===== config.mk =====
export PLATFORM = sky130hd
export DESIGN_NAME = cfb_cell
export DESIGN_NICKNAME = d
export VERILOG_FILES = /design/src/design/cfb_pkg.sv /design/src/design/cfb_cell.sv
export SDC_FILE = /design/constraint.sdc
export NUM_CORES = 1
export LEC_CHECK = 0
export ABC_AREA = 0
export ABC_CLOCK_PERIOD_IN_PS = 1850
export BUFFER_PORTS_ARGS = -buffer_cell sky130_fd_sc_hd__buf_2
export CORE_ASPECT_RATIO = 0.8
export CORE_MARGIN = 2
export CORE_UTILIZATION = 40
export DETAILED_ROUTE_END_ITERATION = 10
export PLACE_DENSITY = 0.82
export SYNTH_ARGS = -nofsm -noshare
export SYNTH_HDL_FRONTEND = slang
export SYNTH_SLANG_ARGS = --single-unit

===== constraint.sdc =====
create_clock -name clk -period 1.85 [get_ports clk]
set_clock_uncertainty 0.15 [all_clocks]
set_input_delay 0.185 -clock clk [delete_from_list [all_inputs] [get_ports clk]]
set_output_delay 0.185 -clock clk [all_outputs]
set_load 0.01 [all_outputs]

===== src/design/cfb_pkg.sv =====
// Shared types, sizes and codes for the complex resonator filter bank.
// No dependencies; every other file of the block refers to it by scoped names.
`default_nettype none

package cfb_pkg;

    localparam int NUM_BINS = 64;
    localparam int BIN_W    = 6;
    // counts 0 .. NUM_BINS+1 during the bin sweep
    localparam int CNT_W    = $clog2(NUM_BINS + 2);
    // weighted phase sum: 48-bit products grown by the bin count
    localparam int ACC_W    = 48 + $clog2(NUM_BINS);
    // width after dropping 24 fraction bits from the rounded sum
    localparam int SH_W     = ACC_W - 23;

    localparam logic [15:0] LEAK_RESET = 16'd655;

    typedef enum logic [1:0] {
        OP_SAMPLE = 2'd0,
        OP_RATE   = 2'd1,
        OP_WEIGHT = 2'd2
    } op_t;

    typedef enum logic [1:0] {
        ST_IDLE,
        ST_RUN,
        ST_DRAIN,
        ST_DONE
    } state_t;

    typedef struct packed {
        logic signed [31:0] re;
        logic signed [31:0] im;
    } phase_t;

    typedef struct packed {
        logic signed [17:0] rate_re;
        logic signed [17:0] rate_im;
        logic signed [15:0] weight;
    } coef_t;

    // per-cycle control of the cell row
    typedef struct packed {
        logic shift;   // phases move one cell toward the head
        logic rotate;  // rates and weights circulate
    } ring_ctl_t;

    // updated bin leaving the phase pipeline
    typedef struct packed {
        logic               valid;
        logic signed [15:0] weight;
        phase_t             phase;
    } upd_t;

endpackage

`default_nettype wire


===== src/design/cfb_cell.sv =====
// One bin of the resonator row: holds its phase, rate and weight.
// Depends on cfb_pkg; instantiated NUM_BINS times by the top level.
`default_nettype none

module cfb_cell (
    input  logic               clk,
    input  logic               rst_n,
    input  cfb_pkg::ring_ctl_t ctl,
    input  logic               wr_rate,
    input  logic               wr_weight,
    input  cfb_pkg::coef_t     wr_coef,
    input  cfb_pkg::phase_t    phase_in,
    input  cfb_pkg::coef_t     coef_in,
    output cfb_pkg::phase_t    phase_out,
    output cfb_pkg::coef_t     coef_out
);

    cfb_pkg::phase_t phase_reg, phase_next;
    cfb_pkg::coef_t  coef_reg, coef_next;

    always_comb
    begin
        phase_next = ctl.shift ? phase_in : phase_reg;
    end

    always_comb
    begin
        coef_next = coef_reg;
        priority if (ctl.rotate)
        begin
            coef_next = coef_in;
        end
        else
        begin
            if (wr_rate)
            begin
                coef_next.rate_re = wr_coef.rate_re;
                coef_next.rate_im = wr_coef.rate_im;
            end
            if (wr_weight)
            begin
                coef_next.weight = wr_coef.weight;
            end
        end
    end

    always_ff @(posedge clk or negedge rst_n)
    begin
        if (!rst_n)
        begin
            phase_reg <= '0;
            coef_reg  <= '0;
        end
        else
        begin
            phase_reg <= phase_next;
            coef_reg  <= coef_next;
        end
    end

    assign phase_out = phase_reg;
    assign coef_out  = coef_reg;

endmodule

`default_nettype wire


==> results of run 1 <==
## cells by family after synthesis
| logic type | after synthesis | synth area share, % |
|---|---|---|
| buf+inv | 24 | 5.30 |
| flops | 116 | 57.0 |
| simple gates | 52 | 3.83 |
| mux | 116 | 28.8 |
| compound gates | 52 | 5.11 |
## per-stage QoR
step,hold WS (ns),util (%),instances,area [um^2]
after global placement,0.0463,53.5,801,6580
after floorplan,-0.261,-,360,5090
after detailed placement,0.0484,53.5,801,6580
==> metrics.txt, run 1 <==
outcome=stopped before the end; Failed at=4_1_cts; tool error=[ERROR RSZ-0060] Max buffer count reached.; post-synth top area share=57.0%; CTS Buf Count=17; Synth Instances=360; Synth Register Bits=116; Die Y=105 um; CTS HTree Levels=4; IO buf count=289; post-synthesis cell type count=13; CTS Hold Bufs=167; dominant cell type by area after synthesis=dfrtp_1; DP Wirelength=9470 um; Clock Root Buffer=clkbuf_16; Post-synth top flop=dfrtp_1; most common cell in the synthesized netlist=dfrtp_1; num rows=36; Place WS=0.503 ns; Setup Fix Bufs, Post-CTS=0; Post-Syn Nets=534; GPL Wtd Cong=0.773; initial core utilization=41.4%; most common library cells after synthesis=116 x dfrtp_1, 60 x mux2_4, 52 x mux2i_1, 52 x nand2_1, 40 x o21ai_1; I/O pin count=290; Clock Path Buffers=2; synth top area cells=dfrtp_1 57%, mux2_4 18%, mux2i_1 10%, o21ai_1 3.9%, nand2_1 3.8%; synth warn=0; # resized after CTS=0; Seq/Total Area, Yosys=57.0%; Syn Area/Cell=14.2 um^2; Sink Count=116; number of synthesized flops with an enable pin=0; async set-reset flop share out of synthesis=100%; cell area after synthesis=5090 um^2; Die Wd=130 um
==> inputs of run 2 (changes only) <==
--- a/config.mk
+++ b/config.mk
@@ -8,11 +8,10 @@
 export ABC_AREA = 0
 export ABC_CLOCK_PERIOD_IN_PS = 1850
 export BUFFER_PORTS_ARGS = -buffer_cell sky130_fd_sc_hd__buf_2
-export CORE_ASPECT_RATIO = 0.8
 export CORE_MARGIN = 2
-export CORE_UTILIZATION = 40
+export CORE_UTILIZATION = 25
 export DETAILED_ROUTE_END_ITERATION = 10
-export PLACE_DENSITY = 0.82
+export PLACE_DENSITY_LB_ADDON = 0.15
 export SYNTH_ARGS = -nofsm -noshare
 export SYNTH_HDL_FRONTEND = slang
 export SYNTH_SLANG_ARGS = --single-unit
==> metrics.txt, run 2 <==
async set-reset flop share out of synthesis=100%; dominant cell type by area after synthesis=dfrtp_1; initial antenna violation count=0; Seq/Total Area, Yosys=57.0%; Post-Layout Cell Count=1105; Post-Syn Nets=534; Clock Root Buffer=clkbuf_16; post-synthesis cell type count=13; RSZ-0062 raised after global routing=false; most common cell after layout, fill and taps aside=buf_2; Setup Fix Bufs, Post-CTS=0; Leak=4.63 nW; GR Overflow Total=0; setup TNS=0 ns; IO buf count=289; Clock Path Buffers=2; first-pass GRT wire length=24300 um; Clk pin slew, worst setup/hold paths=0.05 ns; max reg flops=64; Crit Path Class=in -> reg; drt drc=0; layout cells sized above 1=47.1%; period utilisation layout=81.4%; Worst-Margin Slew=0.483 ns; post-synth top area share=57.0%; Die Y=147 um; largest fanout on the critical path=16; DP Wirelength=10000 um; Die Wd=147 um; CTS HTree Levels=4; max-cap violation count=0; cell area after synthesis=5090 um^2; Post-synth top flop=dfrtp_1; outcome=finished clean; critical path endpoint category=flop; Synth Register Bits=116; switching power=1.94 mW; most frequent cells in the layout=287 x buf_2, 170 x dlygate4sd3_1, 116 x dfrtp_1, 60 x mux2_4; via count=4517; final number of setup-violating endpoints=0; Logic pwr share=19.2%; core box area=20100 um^2; Final Hold Viols=0; vias in the first global route=4883; Fmax achieved=664 MHz; Final Power=7.92 mW; largest net degree at the start of global routing=105; P per Cell Area=871 nW/um^2; # resized after CTS=0; GPL Wtd Cong=0.797; Ant. Diodes=0; final core utilization=45.2%; Tot GR Track Use=14.2%; Synth Instances=360; VDD IR-drop max=0.580 mV; num rows=52; Avg WL per Cell=13.7 um; Syn Area/Cell=14.2 um^2; initial core utilization=25.3%; Internal=5.98 mW; number of synthesized flops with an enable pin=0; hold_ws=0.0247 ns; CTS tree=yes; clock latency on the worst-skew pair=0.41 ns; post-DR vias/cell=4.09; Relative slew margins=67.8%; drt initial violations=128; synth top area cells=dfrtp_1 57%, mux2_4 18%, mux2i_1 10%, o21ai_1 3.9%, nand2_1 3.8%; placed insts=904; Final ANT Viol Nets=0; final WL=15200 um; most common cell in the synthesized netlist=dfrtp_1; Final #Nets=997; die area=21500 um^2; I/O pin count=290; most common library cells after synthesis=116 x dfrtp_1, 60 x mux2_4, 52 x mux2i_1, 52 x nand2_1, 40 x o21ai_1; P&R area growth vs syn=78.5%; Sink Count=116; Hold Path Class=in -> reg; Sequential Power Share=36.9%; worst path arrival time=1.64 ns; Switching Fraction=24.5%; Clock power frac=43.9%; 1st-pass router iterations=4; crit path launch type=input port; Req. time, crit path=1.99 ns; synth warn=0; Slew Limit Fails=0; minimum clock period=1.51 ns; CTS Buf Count=17
run 2: critical path: stages:
cell and delay [ns]:
buf_2 0.32, buf_12 0.23, mux2i_1 0.23, o21ai_0 0.09, dlygate4sd3_1 0.57
run 2: worst paths after layout:
check | slack (ns) | endpoint | from | cells past startpoint
max | 0.34 | coef_out[19]$_DFFE_PN0P_ | wr_rate | 5
min in group asynchronous | 0.22 | coef_out[9]$_DFFE_PN0P_ | rst_n | 3
max reg2reg | 0.38 | coef_out[3]$_DFFE_PN0P_ | coef_out[3]$_DFFE_PN0P_ | 3
min reg2reg | 0.36 | phase_out[35]$_DFFE_PN0P_ | phase_out[35]$_DFFE_PN0P_ | 1
min | 0.02 | phase_out[15]$_DFFE_PN0P_ | ctl[1] | 2
max in group asynchronous | 0.78 | coef_out[2]$_DFFE_PN0P_ | rst_n | 3
run 2: metal layers:
layer / track usage, % / vias up / share of wire, %
met3: 5.00 / 14 / 8.1
li1: - / 2174 / -
met4: 4.56 / 0 / 1.2
met1: 17.1 / 2133 / 43
met5: 0 / - / 0
met2: 23.8 / 196 / 48
run 2: kinds of logic (layout without fill, tap and decap cells):
logic type	after synthesis	after routing	share of synthesized area (%)
AOI/OAI and AO/OA	52	52	5.11
buffers and inverters	24	499	5.30
DFF	116	116	57.0
muxes	116	116	28.8
and+or+nand+nor	52	52	3.83
run 2: final cells by class:
type | count | area [um^2]
Clock buffer | 18 | 439
Sequential cell | 116 | 2900
Fill cell | 1860 | 11000
Timing Repair Buffer | 468 | 3310
Multi-Input combinational cell | 220 | 1920
Tap cell | 270 | 338
Clock inverter | 13 | 183
run 2: power by group through the flow:
| stage | Sequential, mW | Clock, mW | Combinational (mW) |
|---|---|---|---|
| global route | 2.96 | 3.71 | 1.65 |
| floorplan | 3.07 | 0 | 0.503 |
| finish | 2.92 | 3.47 | 1.52 |
| global placement | 2.96 | 0 | 1.18 |
| CTS | 2.92 | 3.57 | 1.53 |
| detailed placement | 2.96 | 0 | 1.19 |
run 2: through the flow:
step	instance area (um^2)	setup slack, ns
finish	9090	0.343
global route	9090	0.302
CTS	9090	0.366
detailed placement	6770	0.477
global placement	6770	0.543
floorplan	5090	0.784
run 2: repair_timing:
action | in CTS | in global routing
hold buffers | 170 | 0
hold endpoints to repair | 232 | 0
endpoints found under the setup margin | 0 | 0
No activity file was read; power rests on OpenSTA's default activity.
