[src/design/cfb_pkg.sv]
// Shared types, sizes and codes for the complex resonator filter bank.
// No dependencies; every other file of the block refers to it by scoped names.
`default_nettype none

package cfb_pkg;

    localparam int NUM_BINS = 64;
    localparam int BIN_W    = 6;
    // counts 0 .. NUM_BINS+1 during the bin sweep
    localparam int CNT_W    = $clog2(NUM_BINS + 2);
    // weighted phase sum: 48-bit products grown by the bin count
    localparam int ACC_W    = 48 + $clog2(NUM_BINS);
    // width after dropping 24 fraction bits from the rounded sum
    localparam int SH_W     = ACC_W - 23;

    localparam logic [15:0] LEAK_RESET = 16'd655;

    typedef enum logic [1:0] {
        OP_SAMPLE = 2'd0,
        OP_RATE   = 2'd1,
        OP_WEIGHT = 2'd2
    } op_t;

    typedef enum logic [1:0] {
        ST_IDLE,
        ST_RUN,
        ST_DRAIN,
        ST_DONE
    } state_t;

    typedef struct packed {
        logic signed [31:0] re;
        logic signed [31:0] im;
    } phase_t;

    typedef struct packed {
        logic signed [17:0] rate_re;
        logic signed [17:0] rate_im;
        logic signed [15:0] weight;
    } coef_t;

    // per-cycle control of the cell row
    typedef struct packed {
        logic shift;   // phases move one cell toward the head
        logic rotate;  // rates and weights circulate
    } ring_ctl_t;

    // updated bin leaving the phase pipeline
    typedef struct packed {
        logic               valid;
        logic signed [15:0] weight;
        phase_t             phase;
    } upd_t;

endpackage

`default_nettype wire

[src/design/cfb_accum.sv]
// Weighted sum of the updated phases and final rounding to Q1.15.
// Depends on cfb_pkg; fed by cfb_update.
`default_nettype none

module cfb_accum (
    input  logic               clk,
    input  logic               rst_n,
    input  logic               clear,
    input  cfb_pkg::upd_t      upd,
    output logic signed [15:0] out_re,
    output logic signed [15:0] out_im
);

    localparam logic signed [cfb_pkg::ACC_W:0] ACC_RND = (cfb_pkg::ACC_W + 1)'(25'sh80_0000);

    logic signed [47:0]             prod_re_reg, prod_im_reg;
    logic                           prod_valid_reg;
    logic signed [cfb_pkg::ACC_W-1:0] acc_re_reg, acc_im_reg;
    logic signed [cfb_pkg::ACC_W-1:0] acc_re_next, acc_im_next;
    logic signed [cfb_pkg::ACC_W:0]   rnd_re, rnd_im;
    logic signed [cfb_pkg::SH_W-1:0]  sh_re, sh_im;

    function automatic logic signed [15:0] sat_out(input logic signed [cfb_pkg::SH_W-1:0] x);
        logic signed [15:0] r;
        if ((&x[cfb_pkg::SH_W-1:15]) || !(|x[cfb_pkg::SH_W-1:15]))
            r = x[15:0];
        else if (x[cfb_pkg::SH_W-1])
            r = 16'sh8000;
        else
            r = 16'sh7fff;
        return r;
    endfunction

    always_ff @(posedge clk)
    begin
        prod_re_reg <= upd.weight * upd.phase.re;
        prod_im_reg <= upd.weight * upd.phase.im;
    end

    always_comb
    begin
        acc_re_next = acc_re_reg;
        acc_im_next = acc_im_reg;
        priority if (clear)
        begin
            acc_re_next = '0;
            acc_im_next = '0;
        end
        else if (prod_valid_reg)
        begin
            acc_re_next = acc_re_reg + cfb_pkg::ACC_W'(prod_re_reg);
            acc_im_next = acc_im_reg + cfb_pkg::ACC_W'(prod_im_reg);
        end
    end

    always_ff @(posedge clk or negedge rst_n)
    begin
        if (!rst_n)
        begin
            prod_valid_reg <= 1'b0;
            acc_re_reg     <= '0;
            acc_im_reg     <= '0;
        end
        else
        begin
            prod_valid_reg <= upd.valid;
            acc_re_reg     <= acc_re_next;
            acc_im_reg     <= acc_im_next;
        end
    end

    // round half up at 2^-15, then clamp to 16 bits
    always_comb
    begin
        rnd_re = (cfb_pkg::ACC_W + 1)'(acc_re_reg) + ACC_RND;
        rnd_im = (cfb_pkg::ACC_W + 1)'(acc_im_reg) + ACC_RND;
        sh_re  = $signed(rnd_re[cfb_pkg::ACC_W:24]);
        sh_im  = $signed(rnd_im[cfb_pkg::ACC_W:24]);
        out_re = sat_out(sh_re);
        out_im = sat_out(sh_im);
    end

endmodule

`default_nettype wire

[config.mk]
export PLATFORM = sky130hd
export DESIGN_NAME = cfb_accum
export DESIGN_NICKNAME = d
export VERILOG_FILES = /design/src/design/cfb_pkg.sv /design/src/design/cfb_accum.sv
export SDC_FILE = /design/constraint.sdc
export NUM_CORES = 2
export LEC_CHECK = 0
export BUFFER_PORTS_ARGS = -buffer_cell sky130_fd_sc_hd__buf_2
export CAP_MARGIN = 20
export CORE_MARGIN = 2
export CORE_UTILIZATION = 60
export CTS_CLUSTER_DIAMETER = 60
export CTS_CLUSTER_SIZE = 20
export DETAILED_ROUTE_END_ITERATION = 10
export PLACE_DENSITY = 0.77
export SLEW_MARGIN = 20
export SYNTH_ARGS = -nofsm -noshare
export SYNTH_HDL_FRONTEND = slang
export SYNTH_SLANG_ARGS = --single-unit
[constraint.sdc]
create_clock -name clk -period 6 [get_ports clk]
set_clock_uncertainty 0.1 [all_clocks]
set_input_delay 1.8 -clock clk [delete_from_list [all_inputs] [get_ports clk]]
set_output_delay 1.8 -clock clk [all_outputs]
set_load 0.02 [all_outputs]
# Word-level counts from Yosys, hierarchy flattened
# Index checks and enable logic that the tools add are counted.
# totals
reg_bits	205
in_bits	84
out_inout_bits	32
word_cells	28
# op_classes
add_sub_neg	4
mul	2
n_mux	8
reduce_logical	9
# op_table
op	count
$mux W54	4
$add A54 B25 Y55 const B	2
$add A54 B48 Y54	2
$mul A16 B32 Y48	2
$mux W16	4
$reduce_and A16 Y1	2
$reduce_or A16 Y1	2
$logic_not A1 Y1	2
$logic_or A1 B1 Y1	2
$reduce_bool A2 Y1	1

# Longest topological paths before layout
# depth
ltp_word	5
depth_mapped	27
depth_no_buf	25

# Worst setup path after synthesis
# OpenSTA, ideal clock, no wires.
# synth_timing
path_kind	input to register
from	input port upd[65] in the netlist's numbering
to	register prod_re_reg[44]
arrival_ps	8001
path_slack_ps	-2234
stages	23
path_buffers	2
path_cell_list	clkbuf_1 clkbuf_1 nand2_1 fa_1 fa_1 fa_1 inv_1 fa_1 fa_1 inv_1 fa_1 inv_1 ha_1 nand4_1 nor3b_2 o31ai_1 a32oi_1 a31oi_1 o41ai_2 a21oi_1 a21o_1 o311ai_1 xor2_1
# synth_between
elab_chain_cells	1
# synth_lines
item	line	rtl
from (decl)	cfb_accum.sv:9	input cfb_pkg::upd_t upd,
$mul A16 B32 Y48	cfb_accum.sv:36	prod_re_reg <= upd.weight * upd.phase.re;
to (signal assigned)	cfb_accum.sv:36	
to (decl)	cfb_accum.sv:16	logic signed [47:0] prod_re_reg, prod_im_reg;
# No other way between the ends.
# A chain may end at the register's enable or synchronous reset.

# Worst setup path after layout
# layout_timing
from	input port upd[70] in the netlist's numbering
to	register prod_re_reg[44]
# The elaborated chain is that of the path after synthesis.

==> results.sh <==
export IMPL_end_kind="register"
export IMPL_avgSynthCellArea_um2=8.89
export IMPL_setup_viol=71
export IMPL_ctsRootBufferMaster="clkbuf_16"
export IMPL_grtUsageMet1=0.449
export IMPL_hold_slack_ns=0.431
export IMPL_grt_first_pass_wirelength_um=224000
export IMPL_cpPeakStageDelay_ns=0.57
export IMPL_postSynthCellCount=5499
export IMPL_grtUsageTotal=0.340
export IMPL_antenna_found_initial=7
export IMPL_firstDrtPassIters=5
export IMPL_hold_buffers=0
export IMPL_drt_iter0_drc=3250
export IMPL_post_drt_via_cell_ratio=5.69
export IMPL_ant_nets=0
export IMPL_synth_top_area_frac=0.399
export IMPL_portBuffers=115
export IMPL_drv_slew=0
export IMPL_ys_warn_count=0
export IMPL_grt_pass1_vias=43200
export IMPL_drc_errors=0
export IMPL_layout_min_cycle_time_ns=7.71
export IMPL_cp_num_buf_inv=9
export IMPL_fillCellCount=5531
export IMPL_die_y_um=289
export IMPL_area_growth_pct=20.4
export IMPL_grt_overflow_total=0
export IMPL_final_cell_mix="inv_1, fa_1, nand2_1"
export IMPL_synth_seq_cells=205
export IMPL_min_path_type="register to register"
export IMPL_synthTopCellsByArea="fa_1, inv_1, ha_1"
export IMPL_crit_type="primary input to register"
export IMPL_start_util=0.607
export IMPL_grtUsageMet2=0.563
export IMPL_relSlewSlack=0.232
export IMPL_worst_pin_slew_ns=1.12
export IMPL_ys_types=86
export IMPL_final_layout_size_suffix_gt1_frac=0.197
export IMPL_num_rows=104
export IMPL_numClockSinks=205
export IMPL_maxCapViolCount=0
export IMPL_dieArea_um2=83800
export IMPL_cts_buffers=21
export IMPL_hold_violations=0
export IMPL_seq_area_frac_synth=0.0951
export IMPL_yosysTopAreaCell="fa_1"
export IMPL_clkSlewWorstSetupHoldPaths_ns=0.09
export IMPL_violations="negative setup slack"
export IMPL_die_w_um=289
export IMPL_crit_fanout=5
export IMPL_nets=7457
export IMPL_fin_crit_sh=1.29
export IMPL_dp_hpwl_um=107000
export IMPL_status="finished with violations"
export IMPL_mostFrequentLayoutCell="inv_1"
export IMPL_critPathTopFamily="adder cells"
export IMPL_synth_area_um2=48900
export IMPL_num_vias=40600
export IMPL_cp_arrival_ns=8.09
export IMPL_synth_fp_nets=6893
export IMPL_rsz0062_at_grt="yes"
export IMPL_required_ns=6.38
export IMPL_async_flop_share=0.532
export IMPL_h_tree_depth=1
export IMPL_setup_slack_ns=-1.71
export IMPL_cts_tree="yes"
export IMPL_busiest_layer="met2"
export IMPL_ys_flop_type="dfrtp_1"
export IMPL_core_um2=80500
export IMPL_start_kind="primary input"
export IMPL_met3_usage=0.0624
export IMPL_cts_max_path_buffers=3
export IMPL_drt_wl_total_um=141000
export IMPL_place_gp_congestion=0.964
export IMPL_crit_path_top_delay_cell="fa_2"
export IMPL_grt_max_degree=110
export IMPL_synth_edf_count=0
export IMPL_clk_insertion_delay_late_ns=0.55
export IMPL_max_freq_ghz=0.130
export IMPL_io_pins=116
export IMPL_wire_per_inst_um=19.8
-- final cells by class --
class                      count  area [um2]  share of cell area
sequential                   205        4660              0.0793
inverter                    1144        4290              0.0730
antenna                        6        15.0            0.000255
tap                         1060        1330              0.0225
clock inverter                15         180             0.00306
clock buffer                  23         554             0.00942
timing repair buffer         781        6990               0.119
multi-input combinational   3910       40800               0.694
-- worst register-to-register path, stage by stage, from the launching register on --
cell and delay [ns]:
dfrtp_1 0.38, ha_1 0.22, fa_1 0.41, a21o_1 0.20
a21o_1 0.23, a2111oi_0 0.81, o31a_1 0.35, a2111oi_0 0.25
o31ai_1 0.59, o211ai_1 0.27, a41oi_1 0.38, o21ai_0 0.17
xor2_1 0.16, a22o_1 0.18
-- cells by family after synthesis --
kind of cell,Yosys count,synth area share
AO/OA/AOI/OAI,709,0.0985
XOR/XNOR,236,0.0423
adder cells (fa/ha/maj),1310,0.485
buffers and inverters,1384,0.107
flip-flops,205,0.0951
multiplexers,89,0.0182
AND/OR/NAND/NOR,1566,0.154
-- path summary, 6_finish.rpt --
check                                     from              end  slack [ns]  cells past startpoint
worst max-delay path                   upd[70]  prod_re_reg[44]       -1.71                     27
min in group asynchronous                rst_n   acc_re_reg[10]        1.17                      2
worst min register to register  acc_im_reg[14]   acc_im_reg[14]        0.43                      1
worst max register to register   acc_im_reg[0]   acc_im_reg[52]        1.19                     13
worst min-delay path            acc_im_reg[14]   acc_im_reg[14]        0.43                      1
max in group asynchronous                rst_n   prod_valid_reg        3.91                      2
-- metrics by stage --
| stage | instances | area, um2 | TNS, ns | util | worst slack (ns) |
|---|---|---|---|---|---|
| 3_5_place_dp | 6976 | 54900 | -135.65 | 0.682 | -2.55 |
| 5_1_grt | 7142 | 58800 | -94.44 | 0.730 | -1.87 |
| 2_1_floorplan | 5499 | 50000 | -73.80 | - | -1.83 |
| 4_1_cts | 7104 | 58000 | -74.29 | 0.720 | -1.60 |
| 6_report | 7144 | 58800 | -84.52 | 0.730 | -1.71 |
| 3_3_place_gp | 6976 | 54900 | -128.31 | 0.682 | -2.38 |
-- synthesized netlist by cell type, types with 8 or more instances --
cell	number
and3_1	29
xor2_1	76
clkbuf_1	229
nand2_1	685
o21ai_0	90
a21oi_1	193
mux2i_1	89
a22o_1	27
or3_1	11
nor4_1	8
o21ai_2	12
nand3_1	52
o21a_1	33
dfrtp_1	109
dfxtp_1	96
inv_1	1144
a31oi_1	20
nor2_1	234
nor2b_1	17
o31ai_1	14
nor3_1	24
nand2b_1	24
xnor2_1	160
o22ai_1	10
ha_1	336
and4_1	10
a211oi_1	22
a31o_2	9
and2_1	415
a21o_1	151
nand4_1	29
fa_1	974
o211ai_1	12
o21bai_1	37
-- per-layer routing --
| metal | part of all wire | routed length [um] |
|---|---|---|
| met5 | 0.00020 | 28 |
| met2 | 0.48 | 67200 |
| met1 | 0.39 | 55300 |
| met4 | 0.042 | 5890 |
| met3 | 0.091 | 12800 |
-- timing repair --
action,4_1_cts,5_1_grt
pin swaps,146,193
cloned,20,0
setup buffers,82,57
gates resized for setup,264,178
setup endpoints to repair,82,105
Power is not shown: default switching activity piles up to over one toggle a cycle in this logic, so the estimate is an artifact.
